--- src/design/spp_pkg.sv ---
`timescale 1ns / 1ps
// ----------------------------------------------------------------------------
// Stereo projection package
// Register index codes and fixed counts shared by the projection block.
// ----------------------------------------------------------------------------
package spp_pkg;

  // Register index, taken from the configuration byte address.
  localparam int REG_IDX_BITS = 3;
  typedef logic [REG_IDX_BITS-1:0] reg_idx_t;

  localparam reg_idx_t REG_FOCAL_X    = 3'd0;
  localparam reg_idx_t REG_FOCAL_Y    = 3'd1;
  localparam reg_idx_t REG_CENTER_X   = 3'd2;
  localparam reg_idx_t REG_CENTER_Y   = 3'd3;
  localparam reg_idx_t REG_BASELINE_X = 3'd4;
  localparam reg_idx_t REG_BASELINE_Y = 3'd5;

  // Number of quotients per point; the first ones divide by depth,
  // the rest by depth squared.
  localparam int NUM_QUOT  = 10;
  localparam int NUM_DEN_Z = 6;

endpackage

--- src/design/spp_cfg.sv ---
`timescale 1ns / 1ps
// ----------------------------------------------------------------------------
// Stereo projection register file
// APB-style write and read access to the camera intrinsics and baselines.
// ----------------------------------------------------------------------------
module spp_cfg import spp_pkg::*; #(
  parameter int WORD_BITS = 32,
  parameter int FRAC_BITS = 16,
  parameter int CFG_BITS  = 32,
  parameter int ADDR_BITS = 5,
  parameter int ADDR_LSB  = 2
) (
  input  logic                        clk,
  input  logic                        rst_n,
  input  logic                        psel,
  input  logic                        penable,
  input  logic                        pwrite,
  input  logic [ADDR_BITS-1:0]        paddr,
  input  logic [CFG_BITS-1:0]         pwdata,
  output logic [CFG_BITS-1:0]         prdata,
  output logic [WORD_BITS-2:0]        focal_x,
  output logic [WORD_BITS-2:0]        focal_y,
  output logic [WORD_BITS-2:0]        center_x,
  output logic [WORD_BITS-2:0]        center_y,
  output logic signed [WORD_BITS-1:0] baseline_x,
  output logic signed [WORD_BITS-1:0] baseline_y
);

  localparam logic [WORD_BITS-2:0] ONE = (WORD_BITS-1)'(1) << FRAC_BITS;

  logic [WORD_BITS-2:0]        focal_x_r, focal_y_r, center_x_r, center_y_r;
  logic signed [WORD_BITS-1:0] baseline_x_r, baseline_y_r;
  reg_idx_t                    idx;
  logic                        wr_en;

  assign idx   = reg_idx_t'(paddr >> ADDR_LSB);
  assign wr_en = psel & penable & pwrite;

  // Register writes complete in the access cycle.
  always_ff @(posedge clk) begin
    if (!rst_n) begin
      focal_x_r    <= ONE;
      focal_y_r    <= ONE;
      center_x_r   <= ONE;
      center_y_r   <= ONE;
      baseline_x_r <= '0;
      baseline_y_r <= '0;
    end else if (wr_en) begin
      case (idx)
        REG_FOCAL_X:    focal_x_r    <= pwdata[WORD_BITS-2:0];
        REG_FOCAL_Y:    focal_y_r    <= pwdata[WORD_BITS-2:0];
        REG_CENTER_X:   center_x_r   <= pwdata[WORD_BITS-2:0];
        REG_CENTER_Y:   center_y_r   <= pwdata[WORD_BITS-2:0];
        REG_BASELINE_X: baseline_x_r <= pwdata[WORD_BITS-1:0];
        REG_BASELINE_Y: baseline_y_r <= pwdata[WORD_BITS-1:0];
        default: ;
      endcase
    end
  end

  // Read data, zero-extended to the bus width.
  always_comb begin
    case (idx)
      REG_FOCAL_X:    prdata = CFG_BITS'(focal_x_r);
      REG_FOCAL_Y:    prdata = CFG_BITS'(focal_y_r);
      REG_CENTER_X:   prdata = CFG_BITS'(center_x_r);
      REG_CENTER_Y:   prdata = CFG_BITS'(center_y_r);
      REG_BASELINE_X: prdata = CFG_BITS'(unsigned'(baseline_x_r));
      REG_BASELINE_Y: prdata = CFG_BITS'(unsigned'(baseline_y_r));
      default:        prdata = '0;
    endcase
  end

  assign focal_x    = focal_x_r;
  assign focal_y    = focal_y_r;
  assign center_x   = center_x_r;
  assign center_y   = center_y_r;
  assign baseline_x = baseline_x_r;
  assign baseline_y = baseline_y_r;

endmodule

--- config.mk ---
export PLATFORM = sky130hd
export DESIGN_NAME = spp_cfg
export DESIGN_NICKNAME = d
export VERILOG_FILES = /design/src/design/spp_pkg.sv /design/src/design/spp_cfg.sv
export SDC_FILE = /design/constraint.sdc
export NUM_CORES = 1
export LEC_CHECK = 0
export BUFFER_PORTS_ARGS = -buffer_cell sky130_fd_sc_hd__buf_2
export CAP_MARGIN = 20
export CORE_MARGIN = 4
export CORE_UTILIZATION = 51
export DETAILED_ROUTE_END_ITERATION = 7
export GPL_ROUTABILITY_DRIVEN = 0
export PLACE_DENSITY = 0.85
export SLEW_MARGIN = 30
export SYNTH_ARGS = -nofsm -noshare
export SYNTH_HDL_FRONTEND = slang
export SYNTH_SLANG_ARGS = --single-unit
--- constraint.sdc ---
create_clock -name clk -period 1.6 [get_ports clk]
set_input_delay 0 -clock clk [delete_from_list [all_inputs] [get_ports clk]]
set_output_delay 0 -clock clk [all_outputs]
set_load 0.02 [all_outputs]
==> results.json <==
{
  "ys_types": 33,
  "reg2reg_slack_ns": 0.87,
  "p_per_area_mw_per_mm2": 877,
  "grt_setup_unrepaired": "false",
  "outcome": "finished, final reports clean",
  "cts_buffer_depth": 2,
  "async_flop_share_pct": 0,
  "grt_pass1_wl_um": 41300,
  "syn_nets": 883,
  "vias": 7662,
  "critical-path-slowest-cell": "dfxtp_1",
  "drive_above_1_share_pct": 34.8,
  "std_cell_rows": 46,
  "ys_top_cells_by_count": "nand2_1 (216), mux2i_1 (208), dfxtp_1 (188), mux2_2 (35), clkbuf_1 (31)",
  "yosysSeqAreaShare_pct": 45.3,
  "synthFlopType": "dfxtp_1",
  "maxCapViolations": 0,
  "clock_latency_ns": 0.42,
  "ios": 262,
  "crit_path_max_fanout": 3,
  "synth-edff-count": 0,
  "max_slew_margin_pct": 64.5,
  "layout_worst_path_cycle_share_pct": 97.8,
  "setup_tns_ns": 0,
  "antenna_found_initial": 2,
  "ys.warnings.count": 0,
  "cts_tree": "done",
  "critPathCaptureType": "primary output",
  "htree_levels": 4,
  "synth_top_area_cell": "dfxtp_1",
  "area_growth_pct": 34.8,
  "grt_max_degree": 57,
  "worst_slew_pin_slew_ns": 0.533,
  "whs_endpoint": "center_x[16]",
  "postSynthAreaPerCell_um2": 9.87,
  "io_buffers": 259,
  "clk_pin_slew_ns": 0.07,
  "r2r-start": "focal_x[7]",
  "hold_viol_final": 0,
  "hold_class": "in -> reg",
  "dieArea_mm2": 0.0184,
  "crit_chain": "mux2_2 -> a221oi_1 -> nor2_1 -> buf_2",
  "drt_iter0_markers": 531,
  "drv_slew": 0,
  "place_ws_ns": 0.122,
  "fin_crit_ns": 1.56,
  "syn_area_mm2": 0.00830,
  "worst_slack_ns": 0.0353,
  "ant_nets": 0,
  "fmax_mhz": 639,
  "vdd_drop_max_mv": 0.781,
  "synth.most_common_cell": "nand2_1",
  "drt_wl_total_um": 27100,
  "max_stage_delay_ns": 0.33,
  "synth_seq_cells": 188,
  "r2r_end": "focal_x[7]",
  "final-setup-viol-count": 0,
  "drcViolationCount": 0,
  "synth_top_cell_area_share_pct": 45.3,
  "critPathTopFamily": "flip-flops",
  "crit_type": "reg -> out",
  "viasPerCell": 5.59,
  "multi_input_area_mm2": 0.00425,
  "worstHoldStart": "penable",
  "hpwl_um": 18600,
  "initial_utilization_pct": 52.1,
  "cts_buffers": 17,
  "ff_latch_area_mm2": 0.00376,
  "leakagePower_nw": 4.90,
  "syn_inst": 841,
  "yosys-top-cells-area": "dfxtp_1 (45%), mux2i_1 (25%), nand2_1 (9.8%), mux2_2 (4.7%), a221oi_1 (2.7%)",
  "crit_buf_inv": 1,
  "worstPathRequired_ns": 1.60,
  "crit_start": "center_x[17]",
  "clock_sinks": 188,
  "wl_per_cell_um": 19.8,
  "grt.total_usage_pct": 28.8,
  "core_mm2": 0.0159,
  "cp-start-kind": "register",
  "drt_first_pass_iters": 6,
  "worstHoldPathCells": 3,
  "first_global_vias": 7492,
  "die_x_um": 136,
  "worst_r2r_path_depth": 2,
  "clock-root-buffer": "clkbuf_16",
  "nNetsFinal": 1182,
  "n_fill_cell": 1196,
  "cp_num_cells": 4,
  "chipHeight_um": 136,
  "arrival_ns": 1.56,
  "grt_overflow": 0,
  "finClkSkew_ns": 0
}
flip-flops by register name (all words and copies together), names as in the netlist:
register	count
focal_y	31
focal_x	31
center_x	31
baseline_x	32
baseline_y	32
center_y	31
routing by layer:
layer | wire length [µm] | vias to the layer above | track usage [%]
met3 | 2150 | 76 | 6.91
met2 | 12900 | 372 | 46.9
met4 | 867 | 2 | 11.6
met1 | 11200 | 3654 | 36.9
li1 | - | 3558 | -
met5 | 11 | - | 0
worst max-delay path by stage:
stage	end	slack [ns]
2_1_floorplan	prdata[18]	0.39
3_3_place_gp	center_x[25]	0.17
3_5_place_dp	center_x[3]	0.12
4_1_cts	prdata[17]	0.01
5_1_grt	prdata[24]	0.004
6_report	prdata[17]	0.04
per-stage QoR:
| stage | util, % | instance area [µm²] | std cells | hold slack [ns] | power [mW] |
|---|---|---|---|---|---|
| 6_report | 70.2 | 11200 | 1370 | 0.0432 | 9.81 |
| 5_1_grt | 70.2 | 11200 | 1370 | 0.0558 | 10.1 |
| 4_1_cts | 69.8 | 11100 | 1369 | 0.0309 | 9.85 |
| 3_5_place_dp | 64.0 | 10200 | 1304 | 0.289 | 5.65 |
| 3_3_place_gp | 64.0 | 10200 | 1304 | 0.279 | 5.64 |
| 2_1_floorplan | - | 8300 | 841 | 0.165 | 5.29 |
cells in the final DEF (no fill, tap or decap), types with 2 or more instances in the layout:
master,count
clkinv_4,2
clkinvlp_4,2
a221oi_2,9
nor2b_1,2
nor2_4,5
buf_2,258
nor2_1,14
or2_1,2
o32ai_1,4
nand2b_1,3
a32oi_1,2
buf_12,19
bufinv_16,2
o221ai_1,5
buf_4,35
inv_1,11
o21ai_0,12
clkbuf_16,17
a22oi_1,12
o2bb2a_1,5
o22a_1,6
o311ai_0,3
a221o_1,5
inv_6,3
dfxtp_1,188
clkinv_2,5
dlygate4sd3_1,33
a221oi_1,17
nand2_1,216
mux2i_1,208
mux2_2,35
cell families after synthesis:
kind of cell,Yosys count,synth area share (%)
simple gates,249,12.0
mux,243,29.8
flops,188,45.3
compound gates,82,8.06
buf+inv,79,4.75
what timing repair did:
action	in CTS	in global routing
resized for setup	1	9
cloned	0	0
pin swaps	0	0
buffers inserted	0	0
endpoints found under the hold margin	176	0
endpoints found under the setup margin	1	5
hold buffers	33	0
tightest hold or removal path, cell delays in order:
cell      delay [ns]
buf_2           0.12
nand4b_4        0.16
o311ai_0        0.12
area by class of cell:
type                       count  area share [%]
antenna                        1          0.0224
clock buffer                  18            3.92
clock inverter                14            1.29
inverter                      13           0.436
multi-input combinational    574            37.9
sequential                   188            33.6
tap                          216            2.42
timing repair buffer         346            20.3
where the power goes:
part / leakage (nW) / internal [mW] / switching, mW / total, mW
combinational: 3.10 / 0.349 / 0.542 / 0.891
sequential: 1.52 / 4.71 / 0.0288 / 4.74
clock: 0.287 / 2.35 / 1.83 / 4.18
(Power assumes the default switching activity.)
